[config.mk]
export PLATFORM = sky130hd
export DESIGN_NAME = hsv_to_rgb_converter
export DESIGN_NICKNAME = d
export VERILOG_FILES = /design/src/sv/hsv2rgb_pkg.sv /design/src/sv/hsv_to_rgb_converter.sv
export SDC_FILE = /design/constraint.sdc
export NUM_CORES = 2
export LEC_CHECK = 0
export ABC_AREA = 0
export BUFFER_PORTS_ARGS = -buffer_cell sky130_fd_sc_hd__buf_2
export CORE_ASPECT_RATIO = 1.5
export CORE_MARGIN = 2
export CORE_UTILIZATION = 30
export DETAILED_ROUTE_END_ITERATION = 7
export HOLD_SLACK_MARGIN = 0.08
export PLACE_DENSITY_LB_ADDON = 0.25
export SETUP_SLACK_MARGIN = 0.1
export SYNTH_ARGS = -nofsm -noshare
export SYNTH_HDL_FRONTEND = slang
export SYNTH_SLANG_ARGS = --single-unit
export TNS_END_PERCENT = 1
[constraint.sdc]
create_clock -name clock -period 9.26 [get_ports clock]
set_clock_uncertainty 0.2 [all_clocks]
set_input_delay 1.389 -clock clock [delete_from_list [all_inputs] [get_ports clock]]
set_output_delay 1.389 -clock clock [all_outputs]
set_load 0.05 [all_outputs]
[src/sv/hsv2rgb_pkg.sv]
`timescale 1ns / 1ps
// hsv2rgb_pkg: widths, fixed-point constants, hue sectors and helper functions
// for the hsv to rgb converter; depends on nothing

package hsv2rgb_pkg;

   // fixed-point format of hue, saturation and brightness
   localparam int FRAC_BITS    = 16;
   localparam int CHANNEL_BITS = 8;

   // unsigned q.FRAC_BITS value that can hold exactly 1.0
   localparam int Q_WIDTH     = FRAC_BITS + 1;
   // hue times six: three sector bits above the fraction
   localparam int HUE6_WIDTH  = FRAC_BITS + 3;
   localparam int SECT_WIDTH  = 3;
   // full product of two q values
   localparam int PROD_WIDTH  = 2 * Q_WIDTH;
   // product times the channel maximum
   localparam int SCALE_WIDTH = PROD_WIDTH + CHANNEL_BITS;
   localparam int PACK_WIDTH  = 3 * CHANNEL_BITS;

   localparam logic [Q_WIDTH-1:0] ONE_Q = {1'b1, {FRAC_BITS{1'b0}}};

   // hue sectors, one sixth of a turn each
   typedef enum logic [SECT_WIDTH-1:0] {
      SECT_RED_YELLOW    = 3'd0,
      SECT_YELLOW_GREEN  = 3'd1,
      SECT_GREEN_CYAN    = 3'd2,
      SECT_CYAN_BLUE     = 3'd3,
      SECT_BLUE_MAGENTA  = 3'd4,
      SECT_MAGENTA_RED   = 3'd5
   } sector_type;

   // anything above 1.0 counts as 1.0
   function automatic logic [Q_WIDTH-1:0] clamp_one(input logic [Q_WIDTH-1:0] x);
      return (x > ONE_Q) ? ONE_Q : x;
   endfunction

   // floor(p * (2^CHANNEL_BITS - 1) / 2^(2*FRAC_BITS)) by shift and subtract
   function automatic logic [CHANNEL_BITS-1:0] chan_scale(
      input logic [PROD_WIDTH-1:0] p);
      logic [SCALE_WIDTH-1:0] w;
      w = {p, {CHANNEL_BITS{1'b0}}} - {{CHANNEL_BITS{1'b0}}, p};
      return w[2*FRAC_BITS +: CHANNEL_BITS];
   endfunction

endpackage

[src/sv/hsv_to_rgb_converter.sv]
`timescale 1ns / 1ps
// hsv_to_rgb_converter: five-stage pipelined hsv to 8-bit rgb conversion
// depends on hsv2rgb_pkg for widths, sector codes and scaling functions
//
// usage
//   request channel: req_hue (fraction of a turn), req_saturation and
//   req_brightness (q16, 65536 is 1.0, larger values clamp to 1.0); a
//   request is taken on a clock edge with req_valid high and req_stall low
//   response channel: rsp_red, rsp_green, rsp_blue and rsp_packed_color
//   (red in 23:16, green 15:8, blue 7:0), taken with rsp_valid high and
//   rsp_stall low
//   pipeline: a request passes stages 1 to 5, the last the output register;
//   one request per cycle is sustained while rsp_stall is low, each of the
//   five stages holds one item; two rounds of 17x17 multipliers set the depth
//   stall: rsp_stall freezes the output register; upstream stages keep
//   filling their empty slots, and req_stall rises only once every stage
//   ahead of the input holds an item; nothing is lost or repeated
//   reset: synchronous, clears all stage valid bits; no other state

module hsv_to_rgb_converter (
   input  logic                                   clock,
   input  logic                                   reset,
   input  logic                                   req_valid,
   output logic                                   req_stall,
   input  logic [hsv2rgb_pkg::FRAC_BITS-1:0]      req_hue,
   input  logic [hsv2rgb_pkg::Q_WIDTH-1:0]        req_saturation,
   input  logic [hsv2rgb_pkg::Q_WIDTH-1:0]        req_brightness,
   output logic                                   rsp_valid,
   input  logic                                   rsp_stall,
   output logic [hsv2rgb_pkg::CHANNEL_BITS-1:0]   rsp_red,
   output logic [hsv2rgb_pkg::CHANNEL_BITS-1:0]   rsp_green,
   output logic [hsv2rgb_pkg::CHANNEL_BITS-1:0]   rsp_blue,
   output logic [hsv2rgb_pkg::PACK_WIDTH-1:0]     rsp_packed_color
);

   localparam int F = hsv2rgb_pkg::FRAC_BITS;
   localparam int Q = hsv2rgb_pkg::Q_WIDTH;
   localparam int P = hsv2rgb_pkg::PROD_WIDTH;
   localparam int C = hsv2rgb_pkg::CHANNEL_BITS;
   localparam int H = hsv2rgb_pkg::HUE6_WIDTH;

   // stage valid bits and slot-free flags
   logic v1_ff, v2_ff, v3_ff, v4_ff, rsp_valid_ff;
   logic rdy1, rdy2, rdy3, rdy4, rdy5;

   // stage 1: clamp, sector and fraction
   logic [H-1:0]                 hue6;
   logic [Q-1:0]                 sat1_ff, sat1_in, val1_ff, val1_in;
   logic [F-1:0]                 frac1_ff, frac1_in;
   logic [Q-1:0]                 ofr1_ff, ofr1_in;
   hsv2rgb_pkg::sector_type      sec1_ff, sec1_in;

   // stage 2: saturation products
   logic [Q-1:0]                 sat2_ff, val2_ff;
   hsv2rgb_pkg::sector_type      sec2_ff;
   logic [Q+F-1:0]               sf2_ff, sf2_in;
   logic [P-1:0]                 sfc2_ff, sfc2_in;

   // stage 3: channel factors
   logic [Q-1:0]                 val3_ff;
   hsv2rgb_pkg::sector_type      sec3_ff;
   logic [Q-1:0]                 ta3_ff, ta3_in, tb3_ff, tb3_in, tc3_ff, tc3_in;

   // stage 4: brightness products
   hsv2rgb_pkg::sector_type      sec4_ff;
   logic [P-1:0]                 pv4_ff, pv4_in, pa4_ff, pa4_in;
   logic [P-1:0]                 pb4_ff, pb4_in, pc4_ff, pc4_in;

   // stage 5: output register
   logic [C-1:0]                 cv, ca, cb, cc;
   logic [C-1:0]                 red_ff, red_in, green_ff, green_in;
   logic [C-1:0]                 blue_ff, blue_in;

   // a stage may load when it is empty or its item moves on
   assign rdy5      = !rsp_valid_ff || !rsp_stall;
   assign rdy4      = !v4_ff || rdy5;
   assign rdy3      = !v3_ff || rdy4;
   assign rdy2      = !v2_ff || rdy3;
   assign rdy1      = !v1_ff || rdy2;
   assign req_stall = !rdy1;

   // valid bits
   always_ff @(posedge clock) begin
      if (reset) begin
         v1_ff        <= 1'b0;
         v2_ff        <= 1'b0;
         v3_ff        <= 1'b0;
         v4_ff        <= 1'b0;
         rsp_valid_ff <= 1'b0;
      end else begin
         if (rdy1) v1_ff <= req_valid;
         if (rdy2) v2_ff <= v1_ff;
         if (rdy3) v3_ff <= v2_ff;
         if (rdy4) v4_ff <= v3_ff;
         if (rdy5) rsp_valid_ff <= v4_ff;
      end
   end

   // stage 1 logic: hue times six as two shifted adds
   always_comb begin
      hue6     = {1'b0, req_hue, 2'b00} + {2'b00, req_hue, 1'b0};
      sec1_in  = hsv2rgb_pkg::sector_type'(hue6[H-1 -: hsv2rgb_pkg::SECT_WIDTH]);
      frac1_in = hue6[F-1:0];
      ofr1_in  = hsv2rgb_pkg::ONE_Q - {1'b0, hue6[F-1:0]};
      sat1_in  = hsv2rgb_pkg::clamp_one(req_saturation);
      val1_in  = hsv2rgb_pkg::clamp_one(req_brightness);
   end

   always_ff @(posedge clock) begin
      if (rdy1 && req_valid) begin
         sec1_ff  <= sec1_in;
         frac1_ff <= frac1_in;
         ofr1_ff  <= ofr1_in;
         sat1_ff  <= sat1_in;
         val1_ff  <= val1_in;
      end
   end

   // stage 2 logic: s*f and s*(1-f)
   always_comb begin
      sf2_in  = {{F{1'b0}}, sat1_ff} * {{Q{1'b0}}, frac1_ff};
      sfc2_in = {{Q{1'b0}}, sat1_ff} * {{Q{1'b0}}, ofr1_ff};
   end

   always_ff @(posedge clock) begin
      if (rdy2 && v1_ff) begin
         sf2_ff  <= sf2_in;
         sfc2_ff <= sfc2_in;
         sat2_ff <= sat1_ff;
         val2_ff <= val1_ff;
         sec2_ff <= sec1_ff;
      end
   end

   // stage 3 logic: truncate the products and form the factors
   always_comb begin
      ta3_in = hsv2rgb_pkg::ONE_Q - sat2_ff;
      tb3_in = hsv2rgb_pkg::ONE_Q - sf2_ff[F +: Q];
      tc3_in = hsv2rgb_pkg::ONE_Q - sfc2_ff[F +: Q];
   end

   always_ff @(posedge clock) begin
      if (rdy3 && v2_ff) begin
         ta3_ff  <= ta3_in;
         tb3_ff  <= tb3_in;
         tc3_ff  <= tc3_in;
         val3_ff <= val2_ff;
         sec3_ff <= sec2_ff;
      end
   end

   // stage 4 logic: brightness times each factor, full factor is a shift
   always_comb begin
      pv4_in = {{(P-Q-F){1'b0}}, val3_ff, {F{1'b0}}};
      pa4_in = {{Q{1'b0}}, val3_ff} * {{Q{1'b0}}, ta3_ff};
      pb4_in = {{Q{1'b0}}, val3_ff} * {{Q{1'b0}}, tb3_ff};
      pc4_in = {{Q{1'b0}}, val3_ff} * {{Q{1'b0}}, tc3_ff};
   end

   always_ff @(posedge clock) begin
      if (rdy4 && v3_ff) begin
         pv4_ff  <= pv4_in;
         pa4_ff  <= pa4_in;
         pb4_ff  <= pb4_in;
         pc4_ff  <= pc4_in;
         sec4_ff <= sec3_ff;
      end
   end

   // stage 5 logic: scale to channel range and permute by sector
   always_comb begin
      cv = hsv2rgb_pkg::chan_scale(pv4_ff);
      ca = hsv2rgb_pkg::chan_scale(pa4_ff);
      cb = hsv2rgb_pkg::chan_scale(pb4_ff);
      cc = hsv2rgb_pkg::chan_scale(pc4_ff);
      case (sec4_ff)
         hsv2rgb_pkg::SECT_RED_YELLOW: begin
            red_in = cv; green_in = cc; blue_in = ca;
         end
         hsv2rgb_pkg::SECT_YELLOW_GREEN: begin
            red_in = cb; green_in = cv; blue_in = ca;
         end
         hsv2rgb_pkg::SECT_GREEN_CYAN: begin
            red_in = ca; green_in = cv; blue_in = cc;
         end
         hsv2rgb_pkg::SECT_CYAN_BLUE: begin
            red_in = ca; green_in = cb; blue_in = cv;
         end
         hsv2rgb_pkg::SECT_BLUE_MAGENTA: begin
            red_in = cc; green_in = ca; blue_in = cv;
         end
         default: begin
            red_in = cv; green_in = ca; blue_in = cb;
         end
      endcase
   end

   always_ff @(posedge clock) begin
      if (rdy5 && v4_ff) begin
         red_ff   <= red_in;
         green_ff <= green_in;
         blue_ff  <= blue_in;
      end
   end

   // response ports
   assign rsp_valid        = rsp_valid_ff;
   assign rsp_red          = red_ff;
   assign rsp_green        = green_ff;
   assign rsp_blue         = blue_ff;
   assign rsp_packed_color = {red_ff, green_ff, blue_ff};

   // a full pipeline held at the output must push back on requests
   assert property (@(posedge clock) disable iff (reset)
      (rsp_valid_ff && rsp_stall && v1_ff && v2_ff && v3_ff && v4_ff) |-> req_stall)
      else $error("full stalled pipeline does not back-pressure requests");

   // an item in the last stage reaches the output when the output frees up
   assert property (@(posedge clock) disable iff (reset)
      (v4_ff && rdy5) |=> rsp_valid_ff)
      else $error("item lost between last stage and output");

   // an accepted request always lands in the first stage
   assert property (@(posedge clock) disable iff (reset)
      (req_valid && !req_stall) |=> v1_ff)
      else $error("accepted request not captured");

   // an idle output with an empty pipeline stays idle
   assert property (@(posedge clock) disable iff (reset)
      (!rsp_valid_ff && !v4_ff) |=> !rsp_valid_ff)
      else $error("response raised with no item in flight");

endmodule

==> metrics.md <==
| Metric | Value |
|---|---|
| Top_reg_cell synth | `edfxtp_1` |
| Post-Syn Nets | `8,354` |
| Ys Warns | `0` |
| 1st-iter DRT viols | `1,871` |
| Synth top area share | `0.343` |
| # hold bufs at CTS | `0` |
| Fin. Hold Viols | `0` |
| Setup Fix Bufs, Post-CTS | `0` |
| Most frequent cell after synthesis | `inv_1` |
| Share of cells above drive strength 1 | `0.0436` |
| H-tree depth | `2` |
| Fmax | `125 MHz` |
| M1 GR Usage | `0.183` |
| Drt wl/cell | `~18 um` |
| CP endpoint kind | `register` |
| Asr flop ratio synth | `0` |
| RR Startpoint | `sat1_ff[5]` |
| Hold Path Class | `reg2reg` |
| Critical path start-end classification | `reg2reg` |
| Die W | `~380 um` |
| Worst-path clk slew | `about 70 ps` |
| Root Buffer | `clkbuf_16` |
| Vias/cell | `4.73` |
| Number of remaining DRC errors | `0` |
| Grt peak-use layer | `met2` |
| Port bufs | `around 100` |
| Clock Latency Late Sink | `between 600 and 700 ps` |
| Max Slew Vio Count | `0` |
| Relative max-transition margin | `0.155` |
| RSZ-0062 raised after global routing | `no` |
| Core Box Area | `roughly 210,000 um2` |
| Worst hold stages | `0` |
| TritonCTS clock tree | `done` |
| Arrival @ worst endpoint | `8210 ps` |
| Largest cells by area after synthesis | `fa_1 (34%), edfxtp_1 (17%), ha_1 (13%), inv_1 (8.5%), and2_1 (6.5%)` |
| DRT Wirelength | `171,000 um` |
| Post-synthesis register bit count | `360` |
| Maximum clock insertion buffer count | `3` |
| Tcrit/Tclk final | `0.863` |
| Via Count | `roughly 44k` |
| Initial Util | `0.301` |
| Hold_sp | `val2_ff[6]` |
| GRT Util Overall | `0.164` |
| Die Area | `212,000 um2` |
| Setup tns final | `0 ps` |
| Multi-input logic area | `roughly 45,000 um2` |
| Post-synth top cells | `inv_1 (1,416), fa_1 (1,072), nand2_1 (879)` |
| Drt first pass iters | `5` |
| Initial antenna violation count | `10` |
| Net count, final | `8,285` |
| Die H | `approximately 560 um` |
| Seq/Total Area, Yosys | `0.172` |
| RePlAce Congestion | `~0.87` |
| Largest net degree at the start of global routing | `~120` |
| Area leader, netlist | `fa_1` |
| Worst Max-Slew Pin Slew | `between 1000 and 1500 ps` |
| EDFF count, synth | `between 300 and 400` |
| Worst path required time | `approximately 9500 ps` |
| Cells on worst reg2reg path | `21` |
| Met2 Use GR | `0.318` |
| Final setup viols | `0` |
| Synthesized area per cell | `~9.5 um2` |
| Run status | `finished, final reports clean` |
| # rows | `roughly 210` |
| CP startpoint kind | `register` |
| R2r endpoint | `sfc2_ff[27]` |
| Post-cts resize count | `0` |
| Clk sinks | `360` |
| HPWL after DPL | `approximately 140,000 um` |
| Met3 Use GR | `0.0154` |
| Area Overhead vs Synth | `7.63%` |
| Fill count | `21.5k` |
| Number of global-route vias before repair | `48.6k` |
| Synthesized area | `between 60,000 and 70,000 um2` |
| Post-synth cell types | `95` |
| Max Cap Viol | `0` |
| Synthesized instance count | `around 6.6k` |
| Routed Antenna Nets | `0` |
| CP max FO | `17` |
| Hold path endpoint | `val3_ff[6]` |
| Register area | `about 11,000 um2` |
| GRT overflow | `0` |
| Total CTS buffers | `43` |
| First-pass GRT wire length | `272,000 um` |
| Minimum clock period | `7990 ps` |
| IO Count | `104` |
| Reg2reg setup slack | `~1300 ps` |
[per-stage QoR]
step                setup slack, ps  cell area, um2   util  hold slack (ps)  cells
finish                         1270           67400  0.324              196   9235
global route                    961           67400  0.324              207   9234
CTS                            1170           67400  0.324              207   9233
detailed placement             1200           65900  0.317              205   9156
global placement               1220           65900  0.317              201   9156
floorplan                      1360           62600      -              200   6579
[flip-flops by register name, indices dropped and copies added, names as in the netlist, 3 cells and up]
name	cells
frac1_ff	15
ofr1_ff	15
pa4_ff	34
pb4_ff	34
pc4_ff	34
pv4_ff	17
rsp_blue	8
rsp_green	8
rsp_red	8
sat1_ff	17
sat2_ff	17
sec1_ff	3
sec2_ff	3
sec3_ff	3
sec4_ff	3
sf2_ff	17
sfc2_ff	17
ta3_ff	17
tb3_ff	17
tc3_ff	17
val1_ff	17
val2_ff	17
val3_ff	17
[cell usage in the layout (no fill, tap or decap), types with 51 or more instances in the layout]
cell type  Yosys  layout
edfxtp_1     355     355
ha_1         649     649
o21ai_0       78      78
buf_4         24      65
nand2_1      879     879
xnor2_1      149     149
inv_1       1416    1416
fa_1        1072    1072
a21oi_1      165     165
a21o_1        79      79
nor2_1       137     136
xor2_1        51      51
buf_2          1     103
and2_1       655     655
nor3_1        60      60
[kinds of logic after synthesis]
family / share of synthesized area
AO/OA/AOI/OAI: 0.0649
XOR/XNOR: 0.0282
adder cells (fa/ha/maj): 0.473
buffers and inverters: 0.103
flip-flops: 0.172
multiplexers: 0.00240
AND/OR/NAND/NOR: 0.157
[routing by layer]
metal / part of all wire / up-vias / wire, um
met5: 0.00016 / - / 27
met4: 0.039 / 4 / 6610
met3: 0.033 / 303 / 5670
met2: 0.54 / 850 / 92600
met1: 0.39 / 22300 / 65800
li1: - / 20200 / -
[worst max-delay path by stage]
stage                    start  slack [ps]           to
floorplan            rsp_stall        1360    pa4_ff[0]
global placement    sat1_ff[5]        1220  sfc2_ff[27]
detailed placement  sat1_ff[5]        1200  sfc2_ff[27]
CTS                 sat1_ff[5]        1170  sfc2_ff[27]
global route        sat1_ff[6]         960   sf2_ff[32]
finish              sat1_ff[5]        1270  sfc2_ff[27]
[critical path, stage by stage, from the launching register on]
cell and delay [ps]:
edfxtp_1 830, buf_4 390, nand2_1 110, fa_1 520, inv_1 50, fa_1 500, inv_1 50, fa_1 540
inv_1 50, fa_1 460, fa_1 530, fa_1 450, ha_1 330, and4_1 290, o211a_1 150, a21oi_1 570
o211ai_1 310, and3_1 220, or3_1 420, or4_1 450, and2_1 170, xor2_1 140
[area by class of cell]
type                    instances  area share
repair buffers                170      0.0155
clock inverters                27     0.00537
multi-input cells            4517       0.674
well taps                    2691      0.0500
flip-flops and latches        360       0.160
diodes                          2   0.0000743
inverters                    1418      0.0790
clock buffers                  50      0.0164
Power is not shown: default switching activity piles up to over one toggle a cycle in this logic, so the estimate is an artifact.
